`config.mk`:
```
export PLATFORM = sky130hd
export DESIGN_NAME = cutter_path_bezier_segmenter
export DESIGN_NICKNAME = d
export VERILOG_FILES = /design/src/sv/cpbs_pkg.sv /design/src/sv/cpbs_seq.sv /design/src/sv/cpbs_lane.sv /design/src/sv/cutter_path_bezier_segmenter.sv
export SDC_FILE = /design/constraint.sdc
export NUM_CORES = 2
export LEC_CHECK = 0
export ABC_AREA = 1
export ABC_CLOCK_PERIOD_IN_PS = 11790
export BUFFER_PORTS_ARGS = -buffer_cell sky130_fd_sc_hd__buf_2
export CAP_MARGIN = 20
export CORE_ASPECT_RATIO = 0.75
export CORE_MARGIN = 2
export CORE_UTILIZATION = 45
export DETAILED_ROUTE_END_ITERATION = 10
export SKIP_CTS_REPAIR_TIMING = 1
export SYNTH_ARGS = -nofsm -noshare
export SYNTH_HDL_FRONTEND = slang
export SYNTH_SLANG_ARGS = --single-unit
```
`constraint.sdc`:
```
create_clock -name clk -period 11.79 [get_ports clk]
set_input_delay 0.5895 -clock clk [delete_from_list [all_inputs] [get_ports clk]]
set_output_delay 0.5895 -clock clk [all_outputs]
set_load 0.1 [all_outputs]
```
`src/sv/cpbs_pkg.sv`:
```
`default_nettype none

package cpbs_pkg;

    localparam int SEGMENTS_DEF = 20;

    // device coordinates
    localparam int DEV_W = 15;
    localparam logic signed [DEV_W-1:0] DEV_MAX = 15'sd12799;

    // quotient bits of a curve point, magnitude never above 12800
    localparam int Q_W = DEV_W - 1;

    // command opcodes
    localparam logic [2:0] OP_START = 3'd0;
    localparam logic [2:0] OP_STOP  = 3'd1;
    localparam logic [2:0] OP_MOVE  = 3'd2;
    localparam logic [2:0] OP_CUT   = 3'd3;
    localparam logic [2:0] OP_CURVE = 3'd4;

    // microprogram
    localparam int PC_W = 4;

    localparam logic [PC_W-1:0] ST_IDLE  = 4'd0;
    localparam logic [PC_W-1:0] ST_MAC0  = 4'd1;
    localparam logic [PC_W-1:0] ST_MAC1  = 4'd2;
    localparam logic [PC_W-1:0] ST_MAC2  = 4'd3;
    localparam logic [PC_W-1:0] ST_MAC3  = 4'd4;
    localparam logic [PC_W-1:0] ST_SCALE = 4'd5;
    localparam logic [PC_W-1:0] ST_DIV   = 4'd6;
    localparam logic [PC_W-1:0] ST_EMIT  = 4'd7;
    localparam logic [PC_W-1:0] ST_LOOP  = 4'd8;
    localparam logic [PC_W-1:0] ST_DONE  = 4'd9;

    typedef enum logic [2:0] {
        C_NEXT,
        C_ALWAYS,
        C_NOT_GO,
        C_OUT_BUSY,
        C_SEG_MORE
    } cond_t;

    typedef struct packed {
        logic            accept;
        logic            mac;
        logic            mac_first;
        logic [1:0]      mac_k;
        logic            scale;
        logic            div;
        logic            emit;
        logic            next_seg;
        cond_t           cond;
        logic [PC_W-1:0] target;
    } ctl_t;

    typedef struct packed {
        logic go_curve;
        logic out_busy;
        logic seg_more;
    } seq_flags_t;

    function automatic ctl_t ucode(input logic [PC_W-1:0] pc);
        ctl_t w;
        w = '0;
        w.cond = C_NEXT;
        w.target = ST_IDLE;
        unique case (pc)
            ST_IDLE:
            begin
                w.accept = 1'b1;
                w.cond = C_NOT_GO;
                w.target = ST_IDLE;
            end
            ST_MAC0:
            begin
                w.mac = 1'b1;
                w.mac_first = 1'b1;
                w.mac_k = 2'd0;
            end
            ST_MAC1:
            begin
                w.mac = 1'b1;
                w.mac_k = 2'd1;
            end
            ST_MAC2:
            begin
                w.mac = 1'b1;
                w.mac_k = 2'd2;
            end
            ST_MAC3:
            begin
                w.mac = 1'b1;
                w.mac_k = 2'd3;
            end
            ST_SCALE:
            begin
                w.scale = 1'b1;
            end
            ST_DIV:
            begin
                w.div = 1'b1;
            end
            ST_EMIT:
            begin
                w.emit = 1'b1;
                w.cond = C_OUT_BUSY;
                w.target = ST_EMIT;
            end
            ST_LOOP:
            begin
                w.next_seg = 1'b1;
                w.cond = C_SEG_MORE;
                w.target = ST_MAC0;
            end
            default:
            begin
                w.cond = C_ALWAYS;
                w.target = ST_IDLE;
            end
        endcase
        return w;
    endfunction

    // bernstein weight k at step i of s, scaled by s^3
    function automatic int bern_weight(input int s, input int i, input int k);
        int j;
        int r;
        j = s - i;
        case (k)
            0:       r = j * j * j;
            1:       r = 3 * i * j * j;
            2:       r = 3 * i * i * j;
            default: r = i * i * i;
        endcase
        return r;
    endfunction

    // q8.8 inches to device units, truncated toward zero
    function automatic logic signed [DEV_W-1:0] to_device(input logic signed [15:0] q);
        logic [16:0]        mag;
        logic [23:0]        m100;
        logic [15:0]        sh;
        logic signed [16:0] sv;
        mag  = q[15] ? (17'd0 - {q[15], q}) : {1'b0, q};
        m100 = 24'(mag) * 24'd100;
        sh   = m100[23:8];
        sv   = q[15] ? -$signed({1'b0, sh}) : $signed({1'b0, sh});
        return sv[DEV_W-1:0];
    endfunction

endpackage

`default_nettype wire

```
`src/sv/cpbs_seq.sv`:
```
`default_nettype none

module cpbs_seq
    import cpbs_pkg::*;
(
    input  logic       clk,
    input  logic       rst_n,
    input  seq_flags_t flags,
    output ctl_t       ctl
);

    logic [PC_W-1:0] pc_reg;
    logic [PC_W-1:0] pc_next;
    logic            hit;

    assign ctl = ucode(pc_reg);

    always_comb
    begin
        unique case (ctl.cond)
            C_NEXT:     hit = 1'b0;
            C_ALWAYS:   hit = 1'b1;
            C_NOT_GO:   hit = !flags.go_curve;
            C_OUT_BUSY: hit = flags.out_busy;
            C_SEG_MORE: hit = flags.seg_more;
            default:    hit = 1'b1;
        endcase
        pc_next = hit ? ctl.target : pc_reg + 1'b1;
    end

    always_ff @(posedge clk or negedge rst_n)
    begin
        if (!rst_n)
        begin
            pc_reg <= ST_IDLE;
        end
        else
        begin
            pc_reg <= pc_next;
        end
    end

endmodule

`default_nettype wire

```
`src/sv/cpbs_lane.sv`:
```
`default_nettype none

module cpbs_lane
    import cpbs_pkg::*;
#(
    parameter int  SEGMENTS = SEGMENTS_DEF,
    localparam int CUBE     = SEGMENTS ** 3,
    localparam int W_W      = $clog2(CUBE + 1)
)
(
    input  logic                    clk,
    input  ctl_t                    ctl,
    input  logic signed [15:0]      p0,
    input  logic signed [15:0]      p1,
    input  logic signed [15:0]      p2,
    input  logic signed [15:0]      p3,
    input  logic [W_W-1:0]          w,
    output logic signed [DEV_W-1:0] dev
);

    localparam int ACC_W = 16 + W_W + 1;
    localparam int M_W   = ACC_W + 7;
    localparam int DIV_W = W_W + Q_W;
    // reciprocal of the cube, rounded up, with a shift wide enough that the
    // product floors exactly for every scaled magnitude
    localparam int RSH   = DIV_W + W_W;
    localparam int RCP_W = RSH - W_W + 2;
    localparam int PQ_W  = DIV_W + RCP_W;
    localparam logic [RCP_W-1:0] RECIP =
        RCP_W'(((64'd1 << RSH) + 64'(CUBE) - 64'd1) / 64'(CUBE));

    logic signed [ACC_W-1:0] acc_reg;
    logic                    neg_reg;
    logic [DIV_W-1:0]        rem_reg;
    logic [Q_W-1:0]          quo_reg;

    logic signed [15:0]      psel;
    logic signed [ACC_W-1:0] prod;
    logic [ACC_W-1:0]        mag;
    logic [M_W-1:0]          m100;
    logic [PQ_W-1:0]         qprod;
    logic signed [DEV_W-1:0] qs;

    always_comb
    begin
        case (ctl.mac_k)
            2'd0:    psel = p0;
            2'd1:    psel = p1;
            2'd2:    psel = p2;
            default: psel = p3;
        endcase
        prod  = psel * $signed({1'b0, w});
        mag   = acc_reg[ACC_W-1] ? ACC_W'(-acc_reg) : ACC_W'(acc_reg);
        m100  = M_W'(mag) * M_W'(100);
        qprod = PQ_W'(rem_reg) * PQ_W'(RECIP);
        qs    = $signed({1'b0, quo_reg});
        if (neg_reg)
        begin
            dev = -qs;
        end
        else if (qs > DEV_MAX)
        begin
            dev = DEV_MAX;
        end
        else
        begin
            dev = qs;
        end
    end

    always_ff @(posedge clk)
    begin
        if (ctl.mac)
        begin
            acc_reg <= ctl.mac_first ? prod : acc_reg + prod;
        end
        if (ctl.scale)
        begin
            neg_reg <= acc_reg[ACC_W-1];
            rem_reg <= m100[DIV_W+7:8];
        end
        if (ctl.div)
        begin
            // quotient by the cube through the reciprocal
            quo_reg <= qprod[RSH +: Q_W];
        end
    end

endmodule

`default_nettype wire

```
`src/sv/cutter_path_bezier_segmenter.sv`:
```
// channel | handshake           | beat contents
// --------+---------------------+--------------------------------------------
// in      | in_valid / in_stall | opcode, pt0_x .. pt3_y (signed q8.8 inches)
// out     | out_valid/out_stall | status, has_segment, from/to x y, last
//
// start, stop, move, cut, rejected and unknown commands: the single result
// beat is registered when the command is taken
// curve: each segment is 4 multiply-accumulate steps, one scale step, one
// reciprocal multiply for the point quotient, an emit and a loop step; the
// emit step holds while out_stall keeps the output register full
// in_stall is high unless the program sits in its command step and the output
// register is free or being drained
// reset clears run flag, position, program counter and out_valid

`default_nettype none

module cutter_path_bezier_segmenter
    import cpbs_pkg::*;
#(
    parameter int  SEGMENTS = SEGMENTS_DEF,
    localparam int CUBE     = SEGMENTS ** 3,
    localparam int W_W      = $clog2(CUBE + 1),
    localparam int IDX_W    = $clog2(SEGMENTS + 1)
)
(
    input  logic                    clk,
    input  logic                    rst_n,

    input  logic                    in_valid,
    output logic                    in_stall,
    input  logic [2:0]              opcode,
    input  logic signed [15:0]      pt0_x,
    input  logic signed [15:0]      pt0_y,
    input  logic signed [15:0]      pt1_x,
    input  logic signed [15:0]      pt1_y,
    input  logic signed [15:0]      pt2_x,
    input  logic signed [15:0]      pt2_y,
    input  logic signed [15:0]      pt3_x,
    input  logic signed [15:0]      pt3_y,

    output logic                    out_valid,
    input  logic                    out_stall,
    output logic                    status,
    output logic                    has_segment,
    output logic signed [DEV_W-1:0] from_x,
    output logic signed [DEV_W-1:0] from_y,
    output logic signed [DEV_W-1:0] to_x,
    output logic signed [DEV_W-1:0] to_y,
    output logic                    last
);

    // sequencer
    ctl_t       ctl;
    seq_flags_t flags;

    // engine state
    logic                    run_reg;
    logic                    run_next;
    logic signed [DEV_W-1:0] pos_x_reg;
    logic signed [DEV_W-1:0] pos_x_next;
    logic signed [DEV_W-1:0] pos_y_reg;
    logic signed [DEV_W-1:0] pos_y_next;

    // curve operands and counter
    logic signed [15:0] cx0_reg, cy0_reg, cx1_reg, cy1_reg;
    logic signed [15:0] cx2_reg, cy2_reg, cx3_reg, cy3_reg;
    logic [IDX_W-1:0]   idx_reg;
    logic [IDX_W-1:0]   idx_next;

    // output register
    logic                    out_valid_reg;
    logic                    out_valid_next;
    logic                    status_reg;
    logic                    has_segment_reg;
    logic signed [DEV_W-1:0] from_x_reg, from_y_reg, to_x_reg, to_y_reg;
    logic                    last_reg;

    // handshake and command decode
    logic                    out_free;
    logic                    in_fire;
    logic                    go_curve;
    logic                    cmd_load;
    logic                    emit_fire;
    logic                    seg_more;
    logic signed [DEV_W-1:0] dev0_x, dev0_y;
    logic                    cmd_run;
    logic                    cmd_status;
    logic                    cmd_seg;
    logic signed [DEV_W-1:0] cmd_pos_x, cmd_pos_y;

    // lane results and weight lookup
    logic signed [DEV_W-1:0] pt_x, pt_y;
    logic [W_W-1:0]          wtab [4][SEGMENTS+1];
    logic [W_W-1:0]          wsel;

    // bernstein weights for every step, fixed at elaboration
    for (genvar gk = 0; gk < 4; gk++)
    begin : g_wk
        for (genvar gi = 0; gi <= SEGMENTS; gi++)
        begin : g_wi
            assign wtab[gk][gi] = W_W'(bern_weight(SEGMENTS, gi, gk));
        end
    end

    assign wsel = wtab[ctl.mac_k][idx_reg];

    // a beat is taken only in the command step with room in the output register
    assign out_free  = !out_valid_reg || !out_stall;
    assign in_stall  = !(ctl.accept && out_free);
    assign in_fire   = in_valid && !in_stall;
    assign go_curve  = in_fire && (opcode == OP_CURVE) && run_reg;
    assign cmd_load  = in_fire && !go_curve;
    assign emit_fire = ctl.emit && out_free;
    assign seg_more  = idx_reg != IDX_W'(SEGMENTS);

    assign flags.go_curve = go_curve;
    assign flags.out_busy = !out_free;
    assign flags.seg_more = seg_more;

    cpbs_seq u_seq
    (
        .clk   (clk),
        .rst_n (rst_n),
        .flags (flags),
        .ctl   (ctl)
    );

    cpbs_lane #(.SEGMENTS(SEGMENTS)) u_lane_x
    (
        .clk (clk),
        .ctl (ctl),
        .p0  (cx0_reg),
        .p1  (cx1_reg),
        .p2  (cx2_reg),
        .p3  (cx3_reg),
        .w   (wsel),
        .dev (pt_x)
    );

    cpbs_lane #(.SEGMENTS(SEGMENTS)) u_lane_y
    (
        .clk (clk),
        .ctl (ctl),
        .p0  (cy0_reg),
        .p1  (cy1_reg),
        .p2  (cy2_reg),
        .p3  (cy3_reg),
        .w   (wsel),
        .dev (pt_y)
    );

    // single-beat commands, also the curve's new start position
    always_comb
    begin
        dev0_x     = to_device(pt0_x);
        dev0_y     = to_device(pt0_y);
        cmd_run    = run_reg;
        cmd_status = 1'b0;
        cmd_seg    = 1'b0;
        cmd_pos_x  = pos_x_reg;
        cmd_pos_y  = pos_y_reg;
        unique case (opcode) inside
            OP_START:
            begin
                cmd_run = 1'b1;
            end
            OP_STOP:
            begin
                cmd_run = 1'b0;
            end
            OP_MOVE, OP_CURVE:
            begin
                if (run_reg)
                begin
                    cmd_pos_x = dev0_x;
                    cmd_pos_y = dev0_y;
                end
                else
                begin
                    cmd_status = 1'b1;
                end
            end
            OP_CUT:
            begin
                if (run_reg)
                begin
                    cmd_seg   = 1'b1;
                    cmd_pos_x = dev0_x;
                    cmd_pos_y = dev0_y;
                end
                else
                begin
                    cmd_status = 1'b1;
                end
            end
            default:
            begin
                // unknown opcode leaves state alone
                cmd_run = run_reg;
            end
        endcase
    end

    // next state
    always_comb
    begin
        run_next   = in_fire ? cmd_run : run_reg;
        pos_x_next = pos_x_reg;
        pos_y_next = pos_y_reg;
        if (in_fire)
        begin
            pos_x_next = cmd_pos_x;
            pos_y_next = cmd_pos_y;
        end
        else if (emit_fire)
        begin
            // each segment starts where the last one ended
            pos_x_next = pt_x;
            pos_y_next = pt_y;
        end

        idx_next = idx_reg;
        if (go_curve)
        begin
            idx_next = IDX_W'(1);
        end
        else if (ctl.next_seg && seg_more)
        begin
            idx_next = idx_reg + 1'b1;
        end

        if (cmd_load || emit_fire)
        begin
            out_valid_next = 1'b1;
        end
        else if (!out_stall)
        begin
            out_valid_next = 1'b0;
        end
        else
        begin
            out_valid_next = out_valid_reg;
        end
    end

    always_ff @(posedge clk or negedge rst_n)
    begin
        if (!rst_n)
        begin
            run_reg       <= 1'b0;
            pos_x_reg     <= '0;
            pos_y_reg     <= '0;
            out_valid_reg <= 1'b0;
        end
        else
        begin
            run_reg       <= run_next;
            pos_x_reg     <= pos_x_next;
            pos_y_reg     <= pos_y_next;
            out_valid_reg <= out_valid_next;
        end
    end

    // payload registers, no reset
    always_ff @(posedge clk)
    begin
        idx_reg <= idx_next;
        if (go_curve)
        begin
            cx0_reg <= pt0_x;
            cy0_reg <= pt0_y;
            cx1_reg <= pt1_x;
            cy1_reg <= pt1_y;
            cx2_reg <= pt2_x;
            cy2_reg <= pt2_y;
            cx3_reg <= pt3_x;
            cy3_reg <= pt3_y;
        end
        if (cmd_load)
        begin
            // with no segment both ends carry the position after the command
            status_reg      <= cmd_status;
            has_segment_reg <= cmd_seg;
            from_x_reg      <= cmd_seg ? pos_x_reg : cmd_pos_x;
            from_y_reg      <= cmd_seg ? pos_y_reg : cmd_pos_y;
            to_x_reg        <= cmd_pos_x;
            to_y_reg        <= cmd_pos_y;
            last_reg        <= 1'b1;
        end
        else if (emit_fire)
        begin
            status_reg      <= 1'b0;
            has_segment_reg <= 1'b1;
            from_x_reg      <= pos_x_reg;
            from_y_reg      <= pos_y_reg;
            to_x_reg        <= pt_x;
            to_y_reg        <= pt_y;
            last_reg        <= !seg_more;
        end
    end

    assign out_valid   = out_valid_reg;
    assign status      = status_reg;
    assign has_segment = has_segment_reg;
    assign from_x      = from_x_reg;
    assign from_y      = from_y_reg;
    assign to_x        = to_x_reg;
    assign to_y        = to_y_reg;
    assign last        = last_reg;

endmodule

`default_nettype wire

```
==> results.sh <==
export IMPL_outcome="finished, final reports clean"
export IMPL_tritoncts="built"
export IMPL_synth_area_per_cell_um2=8.59
export IMPL_clk_latency_ns=0.65
export IMPL_drt_total_wl_um=193000
export IMPL_crit_arrival_ns=10.93
export IMPL_crit_path_max_fanout=23
export IMPL_whs_path_depth=1
export IMPL_h_tree_depth=2
export IMPL_wl_per_cell_um=18.9
export IMPL_dr_pass1_iters=6
export IMPL_min_path_type="primary input to flop"
export IMPL_worst_pin_slew_ns=1.02
export IMPL_fin_worst_skew_ns=0.0522
export IMPL_cp_required_ns=12.13
export IMPL_cp_common_cell="inv_1"
export IMPL_clockBufferDepth=3
export IMPL_crit_buf_inv=10
export IMPL_max_freq_mhz=94.4
export IMPL_nFillCells=14657
export IMPL_postRouteAntennaNets=0
export IMPL_num_rows=124
export IMPL_post_route_min_period_ns=10.59
export IMPL_grt_setup_unrepaired="false"
export IMPL_cp_depth=41
export IMPL_synth_xor_area_share=0.0379
export IMPL_final_hold_viol_count=0
export IMPL_cp_start_kind="flop"
export IMPL_drive_gt1_frac=0.0536
export IMPL_slowest_stage="fa_1"
export IMPL_first_iter_violations=4141
export IMPL_path_delay_family="adder cells"
export IMPL_synth_edf_count=334
export IMPL_gp_routability_congestion=0.961
export IMPL_synthAdderAreaFrac=0.468
export IMPL_async_flop_share=0.0957
export IMPL_area_delta_synth_final_pct=7.24
export IMPL_endpoint_kind="flop"
export IMPL_clock_sinks=376
export IMPL_die_area_um2=156000
export IMPL_synth_ff_type="edfxtp_1"
export IMPL_netlist_instances=7989
export IMPL_core_um2=152000
export IMPL_port_buffers=199
export IMPL_cts_buffers_inserted=43
export IMPL_cpPeakStageDelay_ns=0.66
export IMPL_max_cap_viol_count=0
export IMPL_dpl_hpwl_um=165000
export IMPL_setup_tns_ns=0
export IMPL_chipWidth_um=455
export IMPL_grt_max_degree=69
export IMPL_yosys_warnings=0
export IMPL_synth_seq_area_share=0.161
export IMPL_grt_pass1_wl_um=306000
export IMPL_synthMuxAreaShare=0.000292
export IMPL_critical_path_class="flop to flop"
export IMPL_synthSimpleGateAreaFrac=0.142
export IMPL_synth_compound_area_frac=0.0847
export IMPL_synth_area_um2=68700
export IMPL_finalCritPeriodShare=0.898
export IMPL_clk_pin_slew_ns=0.08
export IMPL_grt_pass1_vias=54447
export IMPL_die_h_um=342
export IMPL_drt_vias_per_instance=5.24
export IMPL_finalNetCount=10310
export IMPL_setup_viol=0
export IMPL_ys_seq_elements=376
export IMPL_io_pins=200
export IMPL_cts_root_buf="clkbuf_16"
export IMPL_vias=53536
export IMPL_slew_headroom=0.318
export IMPL_grt_overflow_total=0
export IMPL_grt_util_all_layers=0.251
export IMPL_drc_errors=0
export IMPL_finalMaxSlewViolations=0
export IMPL_start_util=0.452
export IMPL_rr_worst_depth=41
export IMPL_synth_top_family_by_area="adder cells"
export IMPL_synthDistinctLibCells=72
export IMPL_antenna_found_initial=7
metal layers:
| layer | global-route usage | share of wire |
|---|---|---|
| met5 | 0 | 0.000067 |
| met3 | 0.0376 | 0.067 |
| met2 | 0.377 | 0.42 |
| met4 | 0.0525 | 0.022 |
| met1 | 0.381 | 0.49 |
logic make-up (layout without fill, tap and decap cells):
group | after synthesis | in the layout
buf+inv | 1942 | 2148
mux | 2 | 2
compound gates | 1028 | 1028
other cells | 2 | 7
simple gates | 2337 | 2337
fa+ha+maj | 2010 | 2010
xor+xnor | 292 | 292
flops | 376 | 376
cells in the final DEF (no fill, tap or decap), drive strengths merged, types with 6 or more instances in the layout:
cell type	Yosys	final
inv	1817	1820
nand2	1259	1259
ha	1084	1084
fa	926	926
nor2	632	632
o21ai	399	399
a21oi	389	389
edfxtp	334	334
buf	41	242
nand3	223	223
xor2	200	200
xnor2	92	92
nor3	77	77
clkbuf	73	51
a31oi	46	46
nand4	45	45
or2	38	38
dfrtp	36	36
nor4	32	32
o21a	31	31
o211ai	28	28
clkinv	11	21
nand3b	20	20
a22oi	20	20
o21bai	19	19
a21o	15	15
o31ai	14	14
o221ai	11	11
a221oi	10	10
o22ai	9	9
bufinv	0	8
o2111ai	6	6
dfxtp	6	6
a21boi	6	6
path summary, 6_finish.rpt:
| check | slack, ns | startpoint | end |
|---|---|---|---|
| setup / recovery | 1.20 | u_seq.pc_reg[0]$_DFF_PN0_ | u_lane_y.acc_reg[29]$_DFFE_PP_ |
| hold / removal | 0.11 | pt2_y[15] | cy2_reg[15]$_DFFE_PP_ |
| setup reg to reg | 1.20 | u_seq.pc_reg[0]$_DFF_PN0_ | u_lane_y.acc_reg[29]$_DFFE_PP_ |
| hold reg to reg | 0.53 | last$_SDFFE_PP1P_ | last$_SDFFE_PP1P_ |
| max in group asynchronous | 10.74 | rst_n | pos_x_reg[11]$_DFFE_PN0P_ |
| min in group asynchronous | 0.51 | rst_n | out_valid$_DFFE_PN0P_ |
stage by stage:
stage | std cells | setup slack, ns | utilization | instance area, um^2 | hold WS [ns]
after global placement | 10134 | 1.58 | 0.474 | 72100 | 0.503
after floorplan | 7991 | 3.01 | - | 68700 | 0.294
after detailed placement | 10134 | 1.32 | 0.474 | 72100 | 0.507
final | 10216 | 1.20 | 0.485 | 73600 | 0.108
after global routing | 10214 | 0.395 | 0.485 | 73600 | 0.0989
after CTS | 10211 | 1.25 | 0.484 | 73600 | 0.0681
cell type report:
type	count	area, um^2	share of cell area
multi-input cells	5673	50300	0.683
diodes	3	7.51	0.000102
flip-flops and latches	376	11100	0.150
inverters	1828	6870	0.0933
well taps	2016	2520	0.0343
clock inverters	26	382	0.00518
repair buffers	243	1350	0.0183
clock buffers	51	1140	0.0154
worst reg2reg max path, delay by kind of cell, from the launching register on:
family                     cells  cell delay, ns
and+or+nand+nor               15            2.21
DFF                            1            0.42
buffers and inverters         10            1.47
AOI/OAI and AO/OA              4            1.06
adders and majority gates     10            4.75
xor gates and xnor gates       2            0.40
synth_stat cells, types with 46 or more instances:
master,n,area share
nor2_1,615,0.034
ha_1,1084,0.20
edfxtp_1,334,0.15
fa_1,926,0.27
o21ai_0,346,0.025
nor3_1,73,0.0053
nand3_1,221,0.016
clkbuf_1,73,0.0040
a21oi_1,388,0.028
xnor2_1,88,0.011
a31oi_1,46,0.0042
nand2_1,1236,0.068
inv_1,1806,0.099
xor2_1,198,0.025
Power is not shown: default switching activity piles up to over one toggle a cycle in this logic, so the estimate is an artifact.
